===== src/sv/quoted_printable_encoder_macros.svh =====
// ----------------------------------------------------------------------------
// quoted_printable_encoder_macros
// assertion shorthands shared by the encoder rtl, sampled on clk, off in reset
// ----------------------------------------------------------------------------
`ifndef QUOTED_PRINTABLE_ENCODER_MACROS_SVH
`define QUOTED_PRINTABLE_ENCODER_MACROS_SVH

// same-cycle implication
`define QPE_ASSERT_IMP(name, ante, cons) \
    name: assert property (@(posedge clk) disable iff (!rst_n) (ante) |-> (cons)) \
        else $error("qpe assertion failed");

// next-cycle implication
`define QPE_ASSERT_NEXT(name, ante, cons) \
    name: assert property (@(posedge clk) disable iff (!rst_n) (ante) |=> (cons)) \
        else $error("qpe assertion failed");

`endif


===== src/sv/qpe_pkg.sv =====
// ----------------------------------------------------------------------------
// qpe_pkg
// constants and types of the quoted-printable encoder
// ----------------------------------------------------------------------------
package qpe_pkg;

    localparam logic [7:0] QPE_NUL  = 8'h00;
    localparam logic [7:0] QPE_LF   = 8'h0A;
    localparam logic [7:0] QPE_CR   = 8'h0D;
    localparam logic [7:0] QPE_EQ   = 8'h3D;
    localparam logic [7:0] QPE_HIGH = 8'h80;

    localparam logic QPE_REQ_DATA  = 1'b0;
    localparam logic QPE_REQ_FLUSH = 1'b1;

    localparam int QPE_MAX_OUT = 6;
    localparam int QPE_NUM_W   = 3;
    localparam int QPE_COL_W   = 7;

    localparam logic [QPE_COL_W-1:0] QPE_COL_MAX     = 7'd127;
    localparam logic [QPE_COL_W-1:0] QPE_LIMIT_RESET = 7'd72;

    typedef logic [QPE_MAX_OUT-1:0][7:0] qpe_bytes_t;
    typedef logic [QPE_NUM_W-1:0]        qpe_num_t;
    typedef logic [QPE_COL_W-1:0]        qpe_col_t;

    // result of encoding one held byte
    typedef struct packed {
        qpe_bytes_t bytes;
        qpe_num_t   num;
        qpe_col_t   column;
    } qpe_enc_t;

    function automatic logic [7:0] hex_digit(input logic [3:0] nib);
        return (nib < 4'd10) ? {4'h3, nib} : ({4'h0, nib} + 8'd55);
    endfunction

endpackage


===== src/sv/qpe_in_if.sv =====
// ----------------------------------------------------------------------------
// qpe_in_if
// input channel: request type and raw byte with valid/ready
// ----------------------------------------------------------------------------
interface qpe_in_if;
    logic       valid;
    logic       ready;
    logic       req_type;
    logic [7:0] data_byte;

    modport source (output valid, output req_type, output data_byte, input ready);
    modport sink   (input valid, input req_type, input data_byte, output ready);
endinterface


===== src/sv/qpe_out_if.sv =====
// ----------------------------------------------------------------------------
// qpe_out_if
// output channel: encoded character and last marker with valid/ready
// ----------------------------------------------------------------------------
interface qpe_out_if;
    logic       valid;
    logic       ready;
    logic [7:0] out_byte;
    logic       last;

    modport source (output valid, output out_byte, output last, input ready);
    modport sink   (input valid, input out_byte, input last, output ready);
endinterface


===== src/sv/qpe_encoder.sv =====
// ----------------------------------------------------------------------------
// qpe_encoder
// combinational encode of the held byte given its lookahead and column count
// ----------------------------------------------------------------------------
module qpe_encoder
    import qpe_pkg::*;
(
    input  logic [7:0] held_byte,
    input  logic [7:0] lookahead,
    input  qpe_col_t   column,
    input  qpe_col_t   line_limit,
    output qpe_enc_t   result
);

    logic [2:0][7:0] body;
    qpe_num_t        body_num;
    logic            soft_brk;
    qpe_col_t        base;
    logic [7:0]      sum;
    qpe_col_t        col_next;

    always_comb
    begin
        body     = '0;
        body_num = '0;
        soft_brk = 1'b0;
        base     = column;
        sum      = '0;
        col_next = column;
        if (held_byte == QPE_NUL)
        begin
            body[0]  = QPE_NUL;
            body_num = 3'd1;
            col_next = '0;
        end
        else if (held_byte == QPE_LF || (held_byte == QPE_CR && lookahead != QPE_LF))
        begin
            body[0]  = QPE_CR;
            body[1]  = QPE_LF;
            body_num = 3'd2;
            col_next = '0;
        end
        else if (held_byte == QPE_CR)
        begin
            // cr of a cr lf pair: the lf carries the break
            body_num = '0;
        end
        else
        begin
            soft_brk = (column >= line_limit);
            base     = soft_brk ? '0 : column;
            if (held_byte >= QPE_HIGH || held_byte == QPE_EQ)
            begin
                body[0]  = QPE_EQ;
                body[1]  = hex_digit(held_byte[7:4]);
                body[2]  = hex_digit(held_byte[3:0]);
                body_num = 3'd3;
                sum      = {1'b0, base} + 8'd3;
            end
            else
            begin
                body[0]  = held_byte;
                body_num = 3'd1;
                sum      = {1'b0, base} + 8'd1;
            end
            col_next = (sum > {1'b0, QPE_COL_MAX}) ? QPE_COL_MAX : sum[QPE_COL_W-1:0];
        end
    end

    always_comb
    begin
        result.column = col_next;
        if (soft_brk)
        begin
            result.bytes = {body[2], body[1], body[0], QPE_LF, QPE_CR, QPE_EQ};
            result.num   = body_num + 3'd3;
        end
        else
        begin
            result.bytes = {24'h0, body[2], body[1], body[0]};
            result.num   = body_num;
        end
    end

endmodule


===== src/sv/quoted_printable_encoder.sv =====
// ----------------------------------------------------------------------------
// quoted_printable_encoder
// streaming quoted-printable encoder with one byte of lookahead
// ----------------------------------------------------------------------------
// Each data beat on stream is held until the next beat arrives, which serves
// as its lookahead; the held byte is then encoded into zero to six characters
// on encoded, the final one marked by last. A flush beat encodes the held byte
// against a zero lookahead and clears the line state. line_limit (reset 72)
// is to be written through cfg_we/cfg_wdata only while the block is idle; the
// block itself does not enforce this. Encoding is one pass of logic between
// the state registers and a staging register, so an input beat can be taken
// every cycle while staging is empty or moving to the buffer; the staging
// register and the output buffer decouple the two sides. The byte-wide port
// carries one character per output beat; an input beat makes 1 for a raw
// byte, 3 for an escaped one, and up to 6 with a soft break.
// ----------------------------------------------------------------------------
`include "quoted_printable_encoder_macros.svh"

module quoted_printable_encoder
    import qpe_pkg::*;
(
    input  logic             clk,
    input  logic             rst_n,
    qpe_in_if.sink           stream,
    qpe_out_if.source        encoded,
    input  logic             cfg_we,
    input  logic [6:0]       cfg_wdata
);

    // configuration
    qpe_col_t   limit_reg;

    // encoder state
    logic       byte_held_reg;
    logic [7:0] held_byte_reg;
    qpe_col_t   column_reg;

    // staging register between encoder and output buffer
    logic       stg_valid_reg;
    qpe_bytes_t stg_bytes_reg;
    qpe_num_t   stg_num_reg;

    // output buffer, drained one character a cycle while encoded is ready
    logic       obuf_valid_reg;
    qpe_bytes_t obuf_bytes_reg;
    qpe_num_t   obuf_num_reg;
    qpe_num_t   obuf_idx_reg;
    qpe_num_t   obuf_idx_next;

    logic       accept;
    logic       beat;
    logic       out_last;
    logic       take;
    logic       load;
    logic       is_flush;
    logic [7:0] lookahead;
    qpe_enc_t   enc;
    qpe_num_t   enc_num;

    assign is_flush  = (stream.req_type == QPE_REQ_FLUSH);
    // a flush encodes against a zero lookahead; its byte field is ignored
    assign lookahead = is_flush ? QPE_NUL : stream.data_byte;

    qpe_encoder u_encoder (
        .held_byte  (held_byte_reg),
        .lookahead  (lookahead),
        .column     (column_reg),
        .line_limit (limit_reg),
        .result     (enc)
    );

    // nothing is emitted when no byte is waiting
    assign enc_num = byte_held_reg ? enc.num : '0;

    // output side handshake
    assign beat     = encoded.valid && encoded.ready;
    assign out_last = (obuf_idx_reg == (obuf_num_reg - 3'd1));
    // staging moves to the buffer when the buffer is empty or finishing
    assign take     = stg_valid_reg && (!obuf_valid_reg || (beat && out_last));

    // input side: room when staging is empty or moving on this cycle
    assign stream.ready = !stg_valid_reg || take;
    assign accept       = stream.valid && stream.ready;
    assign load         = accept && (enc_num != '0);

    assign encoded.valid    = obuf_valid_reg;
    assign encoded.out_byte = obuf_bytes_reg[obuf_idx_reg];
    assign encoded.last     = out_last;

    // line limit register
    always_ff @(posedge clk or negedge rst_n)
    begin
        if (!rst_n)
        begin
            limit_reg <= QPE_LIMIT_RESET;
        end
        else if (cfg_we)
        begin
            limit_reg <= cfg_wdata;
        end
    end

    // lookahead and column state, advanced on every accepted beat
    always_ff @(posedge clk or negedge rst_n)
    begin
        if (!rst_n)
        begin
            byte_held_reg <= 1'b0;
            held_byte_reg <= '0;
            column_reg    <= '0;
        end
        else if (accept)
        begin
            if (is_flush)
            begin
                byte_held_reg <= 1'b0;
                held_byte_reg <= '0;
                column_reg    <= '0;
            end
            else
            begin
                byte_held_reg <= 1'b1;
                held_byte_reg <= stream.data_byte;
                if (byte_held_reg)
                begin
                    column_reg <= enc.column;
                end
            end
        end
    end

    // staging control
    always_ff @(posedge clk or negedge rst_n)
    begin
        if (!rst_n)
        begin
            stg_valid_reg <= 1'b0;
        end
        else if (load)
        begin
            stg_valid_reg <= 1'b1;
        end
        else if (take)
        begin
            stg_valid_reg <= 1'b0;
        end
    end

    // staging payload
    always_ff @(posedge clk)
    begin
        if (load)
        begin
            stg_bytes_reg <= enc.bytes;
            stg_num_reg   <= enc_num;
        end
    end

    // output buffer index
    always_comb
    begin
        obuf_idx_next = obuf_idx_reg;
        if (take)
        begin
            obuf_idx_next = '0;
        end
        else if (beat && !out_last)
        begin
            obuf_idx_next = obuf_idx_reg + 3'd1;
        end
    end

    // output buffer control
    always_ff @(posedge clk or negedge rst_n)
    begin
        if (!rst_n)
        begin
            obuf_valid_reg <= 1'b0;
            obuf_idx_reg   <= '0;
        end
        else
        begin
            obuf_idx_reg <= obuf_idx_next;
            if (take)
            begin
                obuf_valid_reg <= 1'b1;
            end
            else if (beat && out_last)
            begin
                obuf_valid_reg <= 1'b0;
            end
        end
    end

    // output buffer payload
    always_ff @(posedge clk)
    begin
        if (take)
        begin
            obuf_bytes_reg <= stg_bytes_reg;
            obuf_num_reg   <= stg_num_reg;
        end
    end

    // the read index stays inside the loaded sequence
    `QPE_ASSERT_IMP(a_idx_in_range, obuf_valid_reg, obuf_idx_reg < obuf_num_reg)
    // a loaded sequence is never empty nor longer than six characters
    `QPE_ASSERT_IMP(a_num_bound, obuf_valid_reg, (obuf_num_reg != '0) && (obuf_num_reg <= 3'd6))
    // a staged sequence waits until the buffer takes it
    `QPE_ASSERT_NEXT(a_stage_kept, stg_valid_reg && !take, stg_valid_reg)
    // a non-final beat steps to the next character
    `QPE_ASSERT_NEXT(a_idx_step, beat && !out_last, obuf_idx_reg == ($past(obuf_idx_reg) + 3'd1))

endmodule


===== src/flat_wrapper.sv =====
// flat-port wrapper written by rule: the top's interface ports become plain ports
module quoted_printable_encoder_flat import qpe_pkg::*;
  (clk, rst_n, cfg_we, cfg_wdata, stream_valid, stream_req_type, stream_data_byte, stream_ready, encoded_valid, encoded_out_byte, encoded_last, encoded_ready);
  qpe_in_if stream_i ();
  qpe_out_if encoded_i ();
  input  logic clk;
  input  logic rst_n;
  input  logic cfg_we;
  input  logic [6:0] cfg_wdata;
  input wire logic [$bits(stream_i.valid)-1:0] stream_valid;
  input wire logic [$bits(stream_i.req_type)-1:0] stream_req_type;
  input wire logic [$bits(stream_i.data_byte)-1:0] stream_data_byte;
  output wire logic [$bits(stream_i.ready)-1:0] stream_ready;
  output wire logic [$bits(encoded_i.valid)-1:0] encoded_valid;
  output wire logic [$bits(encoded_i.out_byte)-1:0] encoded_out_byte;
  output wire logic [$bits(encoded_i.last)-1:0] encoded_last;
  input wire logic [$bits(encoded_i.ready)-1:0] encoded_ready;
  assign stream_i.valid = stream_valid;
  assign stream_i.req_type = stream_req_type;
  assign stream_i.data_byte = stream_data_byte;
  assign stream_ready = stream_i.ready;
  assign encoded_valid = encoded_i.valid;
  assign encoded_out_byte = encoded_i.out_byte;
  assign encoded_last = encoded_i.last;
  assign encoded_i.ready = encoded_ready;
  quoted_printable_encoder u_core (.clk(clk), .rst_n(rst_n), .stream(stream_i), .encoded(encoded_i), .cfg_we(cfg_we), .cfg_wdata(cfg_wdata));
endmodule

===== config.mk =====
export PLATFORM = sky130hd
export DESIGN_NAME = quoted_printable_encoder_flat
export DESIGN_NICKNAME = d
export VERILOG_FILES = /design/src/sv/qpe_pkg.sv /design/src/sv/qpe_in_if.sv /design/src/sv/qpe_out_if.sv /design/src/sv/qpe_encoder.sv /design/src/sv/quoted_printable_encoder.sv /design/src/flat_wrapper.sv
export VERILOG_INCLUDE_DIRS = /design/src /design/src/sv
export SDC_FILE = /design/constraint.sdc
export NUM_CORES = 1
export LEC_CHECK = 0
export BUFFER_PORTS_ARGS = -buffer_cell sky130_fd_sc_hd__buf_2
export CAP_MARGIN = 20
export CELL_PAD_IN_SITES_DETAIL_PLACEMENT = 2
export CELL_PAD_IN_SITES_GLOBAL_PLACEMENT = 2
export CORE_MARGIN = 2
export CORE_UTILIZATION = 25
export CTS_BUF_LIST = sky130_fd_sc_hd__clkbuf_4 sky130_fd_sc_hd__clkbuf_8
export DETAILED_ROUTE_END_ITERATION = 16
export PLACE_DENSITY_LB_ADDON = 0.2
export SLEW_MARGIN = 20
export SYNTH_ARGS = -nofsm -noshare
export SYNTH_HDL_FRONTEND = slang
export SYNTH_SLANG_ARGS = --single-unit

===== constraint.sdc =====
create_clock -name clk -period 11.1 [get_ports clk]
set_input_delay 1.11 -clock clk [delete_from_list [all_inputs] [get_ports clk]]
set_output_delay 1.11 -clock clk [all_outputs]
set_load 0.05 [all_outputs]

* Word-level counts from Yosys, hierarchy flattened
Cells that the tools add are included.
** Cells by class
- Eq/ne operators :: 6
- Reductions and logical operators :: 21
- Add/sub/neg operators :: 7
- Magnitude comparators :: 6
- Muxes and demuxes :: 39
** Operators by type and width (count)
- two-way mux 7 bit :: 10
- two-way mux 8 bit :: 8
- two-way mux 15 bit :: 2
- binary-select mux 8 bit (select 3 bit) :: 1
- two-way mux 23 bit :: 1
- == test 8 x 4 -> 1 bit, second input constant :: 2
- two-way mux 16 bit :: 1
- adder 4 x 6 -> 7 bit, second input constant :: 2
- two-way mux 3 bit :: 4
- adder 7 x 1 -> 8 bit, second input constant :: 1
- adder 7 x 2 -> 8 bit, second input constant :: 1
- == test 8 x 6 -> 1 bit, second input constant :: 1
- greater-or-equal comparator 8 bit, second input constant :: 1
- > comparator 8 x 7 -> 1 bit, second input constant :: 1
- zero test 8 bit :: 1
- less-than comparator 4 bit, second input constant :: 2
- two-way mux 1 bit :: 8
- two-way mux 2 bit :: 4
- inequality test 8 x 4 -> 1 bit, second input constant :: 1
- nonzero test 2 bit :: 4
- greater-or-equal comparator 7 bit :: 1
- logical AND 1 bit :: 7
- logical OR 1 bit :: 4
- less-than comparator 3 x 4 -> 1 bit, second input constant :: 1
- 8 further kinds :: 10
** Storage, ports and cells
- Word-level logic and storage cells :: 100
- Bits in registers :: 130
- Output and inout port bits :: 11
- Input port bits :: 21

* Depth between registers and ports, before layout
Gate-level depths: netlist of the first run.
- Depth after elaboration :: 14
- Depth in mapped cells :: 14
- Depth with buffers taken out :: 13

* Hierarchy
Synthesis of the first run repeated with hierarchy kept, for this count alone.
** Second synthesis, totals
- Cells, all modules :: 451
- Area total of the unflattened synthesis :: 6004.5 sq um
** Modules (own cells, without submodules)
- quoted_printable_encoder :: area each 4787.1 sq um, cells each 259, seq. area each 3766.1 sq um, times used 1
- qpe_encoder :: area each 1217.4 sq um, cells each 192, seq. area each 0.0 sq um, times used 1

* Worst setup path after synthesis of the first run
No wires, ideal clock.
- Path type :: input -> register
- From :: input port encoded_ready
- To :: register u_core.stg_bytes_reg[0] (netlist bit), enable pin
- Path buffers :: 1
- Cell stages on the path :: 5
- Data required time :: 10633 ps
- Arrival time :: 4728 ps
- Path slack :: 5905 ps
- Setup time :: 467 ps
- Cell sequence :: inv_1 -> o41ai_4 -> nand2_2 -> clkbuf_1 -> a21oi_1
** On the way
- Cells in the longest elaborated chain, start to end :: 7
** RTL lines
- start, declared :: line flat_wrapper.sv:17 : input wire logic [$bits(encoded_i.ready)-1:0] encoded_ready;
- logical AND 1 bit :: line quoted_printable_encoder.sv:76 : assign beat = encoded.valid && encoded.ready;
- logical AND 1 bit :: line quoted_printable_encoder.sv:79 : assign take = stg_valid_reg && (!obuf_valid_reg || (beat && out_last));
- logical OR 1 bit :: line quoted_printable_encoder.sv:79
- logical AND 1 bit :: line quoted_printable_encoder.sv:79
- logical OR 1 bit :: line quoted_printable_encoder.sv:82 : assign stream.ready = !stg_valid_reg || take;
- net stream_ready :: line flat_wrapper.sv:13 : output wire logic [$bits(stream_i.ready)-1:0] stream_ready;
- logical AND 1 bit :: line quoted_printable_encoder.sv:83 : assign accept = stream.valid && stream.ready;
- logical AND 1 bit :: line quoted_printable_encoder.sv:84 : assign load = accept && (enc_num != '0);
- net u_core.load :: line quoted_printable_encoder.sv:54 : logic load;
- end signal, assigned :: line quoted_printable_encoder.sv:154 : stg_bytes_reg <= enc.bytes;
- end, declared :: line quoted_printable_encoder.sv:40 : qpe_bytes_t stg_bytes_reg;
The timed path passes the listed nets, and every way through them passes these cells.
A chain may end at the register's enable or synchronous reset.

* Final worst setup path of the first run
- From :: register u_core.held_byte_reg[1]
- To :: register u_core.stg_bytes_reg[33] (netlist bit), enable pin
** On the way
- Cells in the longest elaborated chain, start to end :: 11
- Elaborated cells on any way between the ends :: 20
- Those cells by class :: 1 x add/sub; 1 x order compare; 3 x eq/ne; 9 x mux; 6 x reduce/logical
** RTL lines
- start, declared :: line quoted_printable_encoder.sv:35 : logic [7:0] held_byte_reg;
- start signal, assigned :: line quoted_printable_encoder.sv:123 : held_byte_reg <= stream.data_byte;
- greater-or-equal comparator 8 bit or == test 8 x 6 -> 1 bit (tied branches) :: line qpe_encoder.sv:52 : if (held_byte >= QPE_HIGH || held_byte == QPE_EQ)
- logical OR 1 bit :: line qpe_encoder.sv:52
- two-way mux 2 bit :: line qpe_encoder.sv:52
- two-way mux 2 bit :: line qpe_encoder.sv:43 : else if (held_byte == QPE_CR)
- two-way mux 2 bit :: line qpe_encoder.sv:36 : else if (held_byte == QPE_LF || (held_byte == QPE_CR && lookahead != QPE_LF))
- two-way mux 2 bit :: line qpe_encoder.sv:30 : if (held_byte == QPE_NUL)
- adder 3 x 2 -> 3 bit :: line qpe_encoder.sv:76 : result.num = body_num + 3'd3;
- two-way mux 3 bit * :: line qpe_encoder.sv:73 : if (soft_brk)
- two-way mux 3 bit * :: line quoted_printable_encoder.sv:73 : assign enc_num = byte_held_reg ? enc.num : '0;
- nonzero test 3 bit * :: line quoted_printable_encoder.sv:84
- logical AND 1 bit * :: line quoted_printable_encoder.sv:84
- net u_core.load :: line quoted_printable_encoder.sv:54
Mark *: on every way through the listed nets, which the timed path passes. The rest lies on a longest branch.

==> flow_summary.yaml, run 1 <==
run_status:
  status: "complete, no violations"
global_route:
  grt_pass1_wl_mm: 21.69
  grt_max_degree: 48
  antenna_found_initial: 0
  grt_pass1_vias: 3834
  overflow: 0
  grt_usage_pct: 12.09
synth:
  syn_inst: 436
  synth_cell_types: 51
  synth_edf_count: 94
  synth_area_leaders: "edfxtp_1 52%, dfrtp_1 12%, ha_1 4.1%"
  synth_top_area_cell: "edfxtp_1"
  synth.top_cell.area_share_pct: 51.62
  syn-cell-area_mm2: 0.005468
  avgSynthCellArea_um2: 12.54
  synthFlopType: "edfxtp_1"
  async_flop_share_pct: 22.95
  synth-seq-area-share_pct: 64.49
  ys_seq_elements: 122
  ys_warn_count: 0
place:
  place_inst: 737
  place_area_mm2: 0.005958
  port-buffer-count: 31
  dp_hpwl_mm: 9.081
  place_ws_ns: 7.368
  place_congestion: 0.7210
timing:
  worst_slack_ns: 7.499
  drv_slew: 0
  clock_skew_ns: 0.01195
  hold_viol_final: 0
  finalCritPeriodShare_pct: 32.44
  holdWs_ns: 0.4173
  fin_tns_setup_ns: 0
  tightest_slew_ns: 0.7266
  rsz0062_at_grt: "no"
  max_slew_margin_pct: 51.38
  setup_viol: 0
  fmax_mhz: 277.7
  post-route-min-period_ns: 3.601
clock_tree:
  cts_max_level: 4
  insertion_delay_ns: 0.45
  root_buffer: "clkbuf_8"
  cts_buffers: 17
  clockBufferDepth: 2
  cts_tree: "yes"
  post-cts-setup-buffers: 0
  post_cts_resized: 0
  clk_pin_slew_worst_paths_ns: 0.08
  holdBufCountCts: 0
  cts.sinks: 122
floorplan:
  fp-row-count: 54
  fp.dieW_um: 151.9
  initial_core_util_pct: 25.29
  core_area_mm2: 0.02162
  ioPinCount: 32
  die_y_um: 151.9
  design.die.area_mm2: 0.02307
detailed_routing:
  firstDrtPassIters: 4
  route.detailed.drc: 0
  via_per_inst: 4.525
  vias: 3484
  ant_nets: 0
  totalWireLength_mm: 12.97
  wl_per_cell_um: 16.85
  drt_iter0_markers: 161
final_layout:
  area_growth_syn_to_layout_pct: 16.70
  instances_no_fill: 770
  finish.net_count: 517
  drive_above_1_share_pct: 18.16
  fin_area_mm2: 0.006381
  post-route-util_pct: 29.51
  multi_input_area_mm2: 0.001779
  antenna_cells: 0
  seq_area_mm2: 0.003527
  fillCellCount: 2327
worst_setup_path:
  crit_fanout: 47
  cp_slowest_stage_delay_ns: 0.51
  crit_path_top_delay_cell: "buf_4"
  r2r_cells: 12
  path_cells: "inv_1, ha_1, and3_1, a31oi_1, nand3_1, and2_1, inv_1, ha_1, a31oi_1, nand2_1, a21oi_4, buf_4"
  crit_arrival_ns: 3.69
  cp-end-kind: "flop"
  criticalPathCategory: "flop to flop"
  r2r_start: "u_core.held_byte_reg[1]"
  start_kind: "flop"
  worstPathRequired_ns: 11.19
  r2r_setup_slack_ns: 7.50
  r2r-end: "u_core.stg_bytes_reg[33]"
hold_path:
  hold_path.class: "flop to flop"
  holdPathStages: 0
  min_from: "u_core.stg_bytes_reg[17]"
  hold_end: "u_core.obuf_bytes_reg[17]"
power_and_ir_drop:
  p_leak_nw: 2.480
  design_power_total_mw: 1.713
  irDropWorstVdd_v: 0.00008785
  power_density_mw_per_mm2: 268.4
job:
  maxCapViolations: 0
==> cells in the mapped netlist, types with 8 or more instances <==
cell type and n:
ha_1 18, nor2_1 49, inv_1 30, nand2b_1 10
mux2i_1 8, o21ai_0 28, a21oi_1 21, dfrtp_1 26
nand2_1 40, clkbuf_1 9, edfxtp_1 94, a31oi_1 8
nand3_1 14
==> report_power, final <==
group          internal (mW)  switching [mW]
logic                  0.194           0.389
clock network          0.221           0.191
registers              0.626          0.0926
==> layout make-up <==
cell class              count  area share (%)
flip-flops and latches    122           55.27
multi-input cells         269           27.88
well taps                 280           5.490
clock buffers              17           3.667
repair buffers             36           3.137
clock inverters            15           2.725
inverters                  31           1.824
==> logic make-up (layout without fill, tap and decap cells) <==
logic type                 count (synthesis)  in the layout  share of synthesized area [%]
xor gates and xnor gates                   4              4                         0.9154
adders and majority gates                 19             19                          4.485
muxes                                     18             18                          4.966
other                                      1              2                        0.06858
DFF                                      122            122                          64.49
and+or+nand+nor                          140            140                          11.90
AOI/OAI and AO/OA                         86             86                          9.794
buffers and inverters                     46             99                          3.387
==> worst max-delay path by stage <==
| stage | start | end | slack, ns | cells after the start |
|---|---|---|---|---|
| 6_report | u_core.held_byte_reg[1] | u_core.stg_bytes_reg[33] | 7.50 | 12 |
| 3_3_place_gp | stream_data_byte[0] | u_core.stg_bytes_reg[6] | 7.45 | 11 |
| 5_1_grt | u_core.held_byte_reg[1] | u_core.stg_bytes_reg[14] | 7.24 | 12 |
| 4_1_cts | u_core.obuf_idx_reg[1] | encoded_last | 7.42 | 3 |
| 2_1_floorplan | encoded_ready | u_core.stg_bytes_reg[0] | 5.90 | 5 |
| 3_5_place_dp | stream_data_byte[0] | u_core.stg_bytes_reg[30] | 7.37 | 11 |
==> critical path: cells and delay by family, from the launching register on <==
family	cells	cell delay, ns
flops	1	0.47
compound gates	3	0.73
buf+inv	3	0.80
simple gates	4	0.73
fa+ha+maj	2	0.46
==> placed cells by master (no fill, tap or decap), types with 14 or more instances in the layout <==
cell | Yosys | layout
a21oi_1 | 21 | 20
buf_2 | 4 | 31
clkbuf_8 | 0 | 17
dfrtp_1 | 26 | 25
edfxtp_1 | 94 | 94
ha_1 | 18 | 18
inv_1 | 30 | 30
nand2_1 | 40 | 40
nand3_1 | 14 | 14
nor2_1 | 49 | 49
o21ai_0 | 28 | 28
==> layer usage <==
layer	wire length [um]	global-route usage, %	up-vias
met4	225	4.406	0
met2	6359	19.78	44
met3	320	3.080	18
li1	-	-	1653
met1	6067	15.54	1769
met5	0	0	-
No activity file was read; power rests on OpenSTA's default activity.
==> run 2: changes to the inputs <==
--- a/config.mk
+++ b/config.mk
@@ -6,6 +6,7 @@
 export SDC_FILE = /design/constraint.sdc
 export NUM_CORES = 1
 export LEC_CHECK = 0
+export ABC_AREA = 1
 export BUFFER_PORTS_ARGS = -buffer_cell sky130_fd_sc_hd__buf_2
 export CAP_MARGIN = 20
 export CELL_PAD_IN_SITES_DETAIL_PLACEMENT = 2
==> constraint.sdc (replaced) <==
create_clock -name clk -period 3.36 [get_ports clk]
set_input_delay 0.336 -clock clk [delete_from_list [all_inputs] [get_ports clk]]
set_output_delay 0.336 -clock clk [all_outputs]
set_load 0.05 [all_outputs]
==> run 2 against run 1 <==
Against the previous run: total power increased to 3.3 times the previous value; cell count increased by 14%; first-iteration DRC count decreased by 1.2%; cell area increased by 2.3%; clock power increased to 3.2 times the previous value.
==> flow_summary.yaml, run 2 <==
worst_setup_path:
  crit_buf_inv: 4
  crit_fanout: 47
  r2r_start: "u_core.held_byte_reg[1]"
  r2r_setup_slack_ns: 0.45
  criticalPathCategory: "flop to flop"
  crit_family: "simple AND/OR/NAND/NOR gates"
  r2r-end: "u_core.stg_bytes_reg[42]"
  crit_arrival_ns: 3.04
  start_kind: "flop"
  r2r_cells: 14
  cp-end-kind: "flop"
  crit_path_top_delay_cell: "dfrtp_1"
  critPathMostFrequentCell: "nand2_1"
  worstPathRequired_ns: 3.49
  cp_slowest_stage_delay_ns: 0.44
  path_cells: "inv_1, ha_1, nand2_2, o21ai_4, nand2_4, nand2_2, inv_2, ha_1, nand2_1, nand3_1, nand2_1, nand2_1, clkinv_1, buf_12"
detailed_routing:
  ant_nets: 0
  via_per_inst: 4.442
  wl_per_cell_um: 15.76
  firstDrtPassIters: 4
  totalWireLength_mm: 13.81
  vias: 3891
  drt_iter0_markers: 159
  route.detailed.drc: 0
timing:
  post-route-min-period_ns: 2.915
  tightest_slew_ns: 0.8187
  drv_slew: 0
  setup_viol: 0
  fin_tns_setup_ns: 0
  fmax_mhz: 343.1
  hold_viol_final: 0
  max_slew_margin_pct: 45.36
  clock_skew_ns: 0.008965
  rsz0062_at_grt: "no"
  finalCritPeriodShare_pct: 86.75
clock_tree:
  holdBufCountCts: 1
  cts_buffers: 17
  clk_pin_slew_worst_paths_ns: 0.08
  post-cts-setup-buffers: 0
  insertion_delay_ns: 0.44
  cts_tree: "yes"
  cts_max_level: 4
  clockBufferDepth: 2
  cts.sinks: 122
  root_buffer: "clkbuf_8"
  post_cts_resized: 0
final_layout:
  drive_above_1_share_pct: 16.95
  antenna_cells: 0
  instances_no_fill: 876
  final_common_cell: "nand2_1"
  layout_common_cells: "115 x nand2_1, 94 x edfxtp_1, 64 x nor2_1"
  finish.net_count: 623
  area_growth_syn_to_layout_pct: 16.40
  post-route-util_pct: 29.82
global_route:
  grt_max_degree: 49
  antenna_found_initial: 0
  overflow: 0
  grt_pass1_vias: 4412
  grt_pass1_wl_mm: 23.36
  grt_usage_pct: 12.79
synth:
  synth.top_cell.area_share_pct: 50.33
  synthFlopType: "edfxtp_1"
  synth_top_area_cell: "edfxtp_1"
  synth_cell_types: 41
  synth_edf_count: 94
  synth-seq-area-share_pct: 62.87
  synth_commonest_cells: "115 x nand2_1, 94 x edfxtp_1, 64 x nor2_1"
  ys_seq_elements: 122
  synthMostInstantiatedCell: "nand2_1"
  synth_area_leaders: "edfxtp_1 50%, dfrtp_1 12%, nand2_1 7.7%"
  avgSynthCellArea_um2: 10.48
  async_flop_share_pct: 22.95
  syn_inst: 535
  ys_warn_count: 0
  syn-cell-area_mm2: 0.005608
place:
  place_congestion: 0.7373
  place_inst: 843
  dp_hpwl_mm: 9.964
  port-buffer-count: 31
power_and_ir_drop:
  design_power_total_mw: 5.573
  power_density_mw_per_mm2: 853.8
  sw_frac_of_total_pct: 40.58
  p_seq_share_pct: 41.9
  p_int_mw: 3.311
  p_leak_nw: 2.725
  irDropWorstVdd_v: 0.0002320
  power_frac_comb_pct: 34.2
  switching_power_mw: 2.262
  clockPowerShare_pct: 23.9
hold_path:
  hold_path.class: "primary input to flop"
  hold_end: "u_core.limit_reg[5]"
  holdPathStages: 3
  min_from: "cfg_wdata[5]"
run_status:
  status: "complete, no violations"
floorplan:
  core_area_mm2: 0.02189
  fp.dieW_um: 153.8
  initial_core_util_pct: 25.62
  die_y_um: 153.8
  design.die.area_mm2: 0.02365
  ioPinCount: 32
  fp-row-count: 54
job:
  maxCapViolations: 0
[run 2: cell types whose count changed after synthesis, moves of 5 or more]
cell      before  now
nand2_1       40  115
a31oi_1        8    1
nand3_1       14   25
o21ai_0       28   54
and3_1         5    0
inv_2          1    8
nor2_1        49   64
inv_1         30   59
nand2b_1      10    0
a21oi_1       21    8
mux2i_1        8    0
mux4_2         7    0
[run 2: worst max path at each step]
stage | startpoint | end | slack [ns] | cells after the start
finish | u_core.held_byte_reg[1] | u_core.stg_bytes_reg[42] | 0.45 | 14
global route | u_core.held_byte_reg[1] | u_core.stg_bytes_reg[18] | 0.23 | 15
CTS | u_core.held_byte_reg[1] | u_core.stg_bytes_reg[33] | 0.40 | 14
detailed placement | u_core.held_byte_reg[1] | u_core.stg_bytes_reg[26] | 0.41 | 14
global placement | u_core.held_byte_reg[1] | u_core.stg_bytes_reg[26] | 0.45 | 14
floorplan | u_core.held_byte_reg[1] | u_core.stg_bytes_reg[0] | 0.24 | 13
[run 2: cell type report]
| type | instances | area (um2) |
|---|---|---|
| Multi-Input combinational cell | 336 | 1770 |
| Clock buffer | 17 | 234.0 |
| Timing Repair Buffer | 38 | 222.7 |
| Tap cell | 280 | 350.3 |
| Sequential cell | 122 | 3526 |
| Inverter | 68 | 257.7 |
| Clock inverter | 15 | 166.4 |
| Fill cell | 2468 | 15360 |
[run 2: metal layers]
layer,track usage [%],vias to the layer above,wire length [um]
met5,0,-,0
met4,4.325,0,151
met3,2.875,13,362
met2,21.46,43,6818
met1,16.34,1956,6474
li1,-,1879,-
[run 2: power groups by stage]
| stage | clock [mW] | combinational, mW | sequential, mW |
|---|---|---|---|
| after floorplan | 0 | 1.35 | 2.33 |
| after global placement | 0 | 1.92 | 2.36 |
| after detailed placement | 0 | 1.96 | 2.37 |
| after CTS | 1.39 | 1.98 | 2.34 |
| after global routing | 1.44 | 2.18 | 2.38 |
| final | 1.33 | 1.91 | 2.33 |
[run 2: kinds of logic (layout without fill, tap and decap cells)]
| group | after synthesis | count (layout) | share of synthesized area [%] |
|---|---|---|---|
| compound gates | 74 | 74 | 7.296 |
| xor+xnor | 4 | 4 | 0.6248 |
| fa+ha+maj | 19 | 19 | 4.373 |
| buf+inv | 78 | 138 | 5.622 |
| flops | 122 | 122 | 62.87 |
| mux | 1 | 1 | 0.2008 |
| other cells | 1 | 2 | 0.06687 |
| simple gates | 236 | 236 | 18.94 |
[run 2: worst reg2reg max path: cells and delay by family, from the launching register on]
kind,cells,cell delay [ns]
buffers and inverters,4,0.59
AO/OA/AOI/OAI,1,0.34
flip-flops,1,0.44
AND/OR/NAND/NOR,7,0.75
adder cells (fa/ha/maj),2,0.48
[run 2: stage by stage]
step	instance area, um2	setup WS (ns)	hold slack [ns]
floorplan	5612	0.2423	0.04041
global placement	6117	0.4452	0.4011
detailed placement	6117	0.4144	0.4057
CTS	6528	0.3956	0.06440
global route	6528	0.2283	0.07812
finish	6528	0.4453	0.09595
==> run 3: changes to the inputs <==
--- a/config.mk
+++ b/config.mk
@@ -13,7 +13,6 @@
 export CELL_PAD_IN_SITES_GLOBAL_PLACEMENT = 2
 export CORE_MARGIN = 2
 export CORE_UTILIZATION = 25
-export CTS_BUF_LIST = sky130_fd_sc_hd__clkbuf_4 sky130_fd_sc_hd__clkbuf_8
 export DETAILED_ROUTE_END_ITERATION = 16
 export PLACE_DENSITY_LB_ADDON = 0.2
 export SLEW_MARGIN = 20
==> run 3 against run 2 <==
Against the previous run: total power rose by 9.1%; register-to-register slack hardly changed; sequential power about the same; hold slack better by 0.028 ns; clock skew shrank 0.0042 ns; clock power rose by 38%; critical path type unchanged; largest power group unchanged; highest routed layer unchanged.
==> flow_summary.yaml, run 3 (synthesis gave the netlist of run 2 again) <==
run_status:
  status: "complete, no violations"
final_layout:
  layout_common_cells: "115 x nand2_1, 94 x edfxtp_1, 64 x nor2_1"
  finish.net_count: 623
  final_common_cell: "nand2_1"
  drive_above_1_share_pct: 16.95
  post-route-util_pct: 30.69
  seq_area_mm2: 0.003526
  multi_input_area_mm2: 0.001770
  fillCellCount: 2449
  antenna_cells: 0
  area_growth_syn_to_layout_pct: 19.81
timing:
  finalCritPeriodShare_pct: 87.16
  setup_viol: 0
  clock_skew_ns: 0.004801
  max_slew_margin_pct: 44.51
  rsz0062_at_grt: "no"
  tightest_slew_ns: 0.8315
  post-route-min-period_ns: 2.929
  worst_slack_ns: 0.4315
  hold_viol_final: 0
  fmax_mhz: 341.5
  fin_tns_setup_ns: 0
  drv_slew: 0
detailed_routing:
  firstDrtPassIters: 4
  wl_per_cell_um: 15.94
  totalWireLength_mm: 13.97
  drt_iter0_markers: 205
  via_per_inst: 4.460
  route.detailed.drc: 0
  vias: 3907
  ant_nets: 0
power_and_ir_drop:
  irDropWorstVdd_v: 0.0003868
  p_int_mw: 3.748
  power_density_mw_per_mm2: 904.9
  p_leak_nw: 2.812
  p_seq_share_pct: 38.5
  switching_power_mw: 2.332
  sw_frac_of_total_pct: 38.36
  design_power_total_mw: 6.080
  power_frac_comb_pct: 31.4
  clockPowerShare_pct: 30.1
worst_setup_path:
  critPathMostFrequentCell: "nand2_1"
  cp_slowest_stage_delay_ns: 0.43
  cp-end-kind: "flop"
  crit_path_top_delay_cell: "dfrtp_1"
  criticalPathCategory: "flop to flop"
  r2r_setup_slack_ns: 0.43
  crit_family: "simple AND/OR/NAND/NOR gates"
  start_kind: "flop"
  crit_arrival_ns: 3.03
  crit_fanout: 47
  r2r-end: "u_core.stg_bytes_reg[17]"
  path_cells: "inv_1, ha_1, nand2_2, o21ai_4, nand2_4, nand2_2, inv_2, ha_1, nand2_1, nand3_1, nand2_1, nand2_1, clkinv_1, buf_12"
  r2r_start: "u_core.held_byte_reg[1]"
  worstPathRequired_ns: 3.46
  crit_buf_inv: 4
  r2r_cells: 14
place:
  dp_hpwl_mm: 9.964
  place_ws_ns: 0.4144
  place_congestion: 0.7373
  port-buffer-count: 31
job:
  maxCapViolations: 0
clock_tree:
  cts_tree: "yes"
  post-cts-setup-buffers: 0
  cts_max_level: 4
  post_cts_resized: 0
  cts_buffers: 17
  holdBufCountCts: 1
  root_buffer: "clkbuf_16"
  clockBufferDepth: 2
  cts.sinks: 122
  insertion_delay_ns: 0.42
  clk_pin_slew_worst_paths_ns: 0.06
global_route:
  grt_pass1_vias: 4414
  top_usage_layer: "met2"
  use_met2_pct: 21.86
  grt_util_met1_pct: 16.44
  grt_max_degree: 49
  grt_usage_pct: 12.94
  overflow: 0
  antenna_found_initial: 0
  grt_pass1_wl_mm: 23.67
  use_met3_pct: 2.959
floorplan:
  fp.dieW_um: 153.8
  design.die.area_mm2: 0.02365
  initial_core_util_pct: 25.62
  core_area_mm2: 0.02189
  ioPinCount: 32
  die_y_um: 153.8
  fp-row-count: 54
hold_path:
  hold_end: "u_core.limit_reg[5]"
  min_from: "cfg_wdata[5]"
  hold_path.class: "primary input to flop"
  holdPathStages: 3
==> run 3: per-stage QoR <==
| step | cell area (um2) | instances | hold WS, ns |
|---|---|---|---|
| 6_report | 6719 | 876 | 0.1238 |
| 2_1_floorplan | 5612 | 536 | 0.04041 |
| 5_1_grt | 6719 | 876 | 0.1282 |
| 3_3_place_gp | 6117 | 843 | 0.4011 |
| 4_1_cts | 6719 | 876 | 0.1078 |
| 3_5_place_dp | 6117 | 843 | 0.4057 |
==> run 3: worst reg2reg max path, cell delays in order, from the launching register on <==
cell,delay [ns]
dfrtp_1,0.43
inv_1,0.20
ha_1,0.20
nand2_2,0.09
o21ai_4,0.34
nand2_4,0.16
nand2_2,0.13
inv_2,0.05
ha_1,0.28
nand2_1,0.07
nand3_1,0.13
nand2_1,0.10
nand2_1,0.07
clkinv_1,0.08
buf_12,0.26
==> run 3: worst max path at each step <==
stage,start,to,slack (ns),cells after the start
after CTS,u_core.held_byte_reg[1],u_core.stg_bytes_reg[33],0.39,14
after global placement,u_core.held_byte_reg[1],u_core.stg_bytes_reg[26],0.45,14
after floorplan,u_core.held_byte_reg[1],u_core.stg_bytes_reg[0],0.24,13
after global routing,u_core.held_byte_reg[1],u_core.stg_bytes_reg[18],0.22,15
after detailed placement,u_core.held_byte_reg[1],u_core.stg_bytes_reg[26],0.41,14
final,u_core.held_byte_reg[1],u_core.stg_bytes_reg[17],0.43,14
==> run 3: cell type report <==
| class | instances | share of cell area (%) |
|---|---|---|
| inverter | 68 | 3.836 |
| clock buffer | 17 | 6.331 |
| timing repair buffer | 38 | 3.315 |
| sequential | 122 | 52.48 |
| tap | 280 | 5.214 |
| multi-input combinational | 336 | 26.35 |
| clock inverter | 15 | 2.477 |
==> run 3: layer usage <==
layer  wire length [um]  vias up  part of all wire (%)
met1               6508     1965                    47
li1                   -     1883                     -
met3                385       10                   2.8
met2               6927       49                    50
met5                  0        -                     0
met4                145        0                   1.0
==> run 3: power groups by stage <==
stage	registers (mW)	clock network, mW	logic, mW
floorplan	2.33	0	1.35
global placement	2.36	0	1.92
detailed placement	2.37	0	1.96
CTS	2.35	1.88	1.98
global route	2.39	1.94	2.18
finish	2.34	1.83	1.91
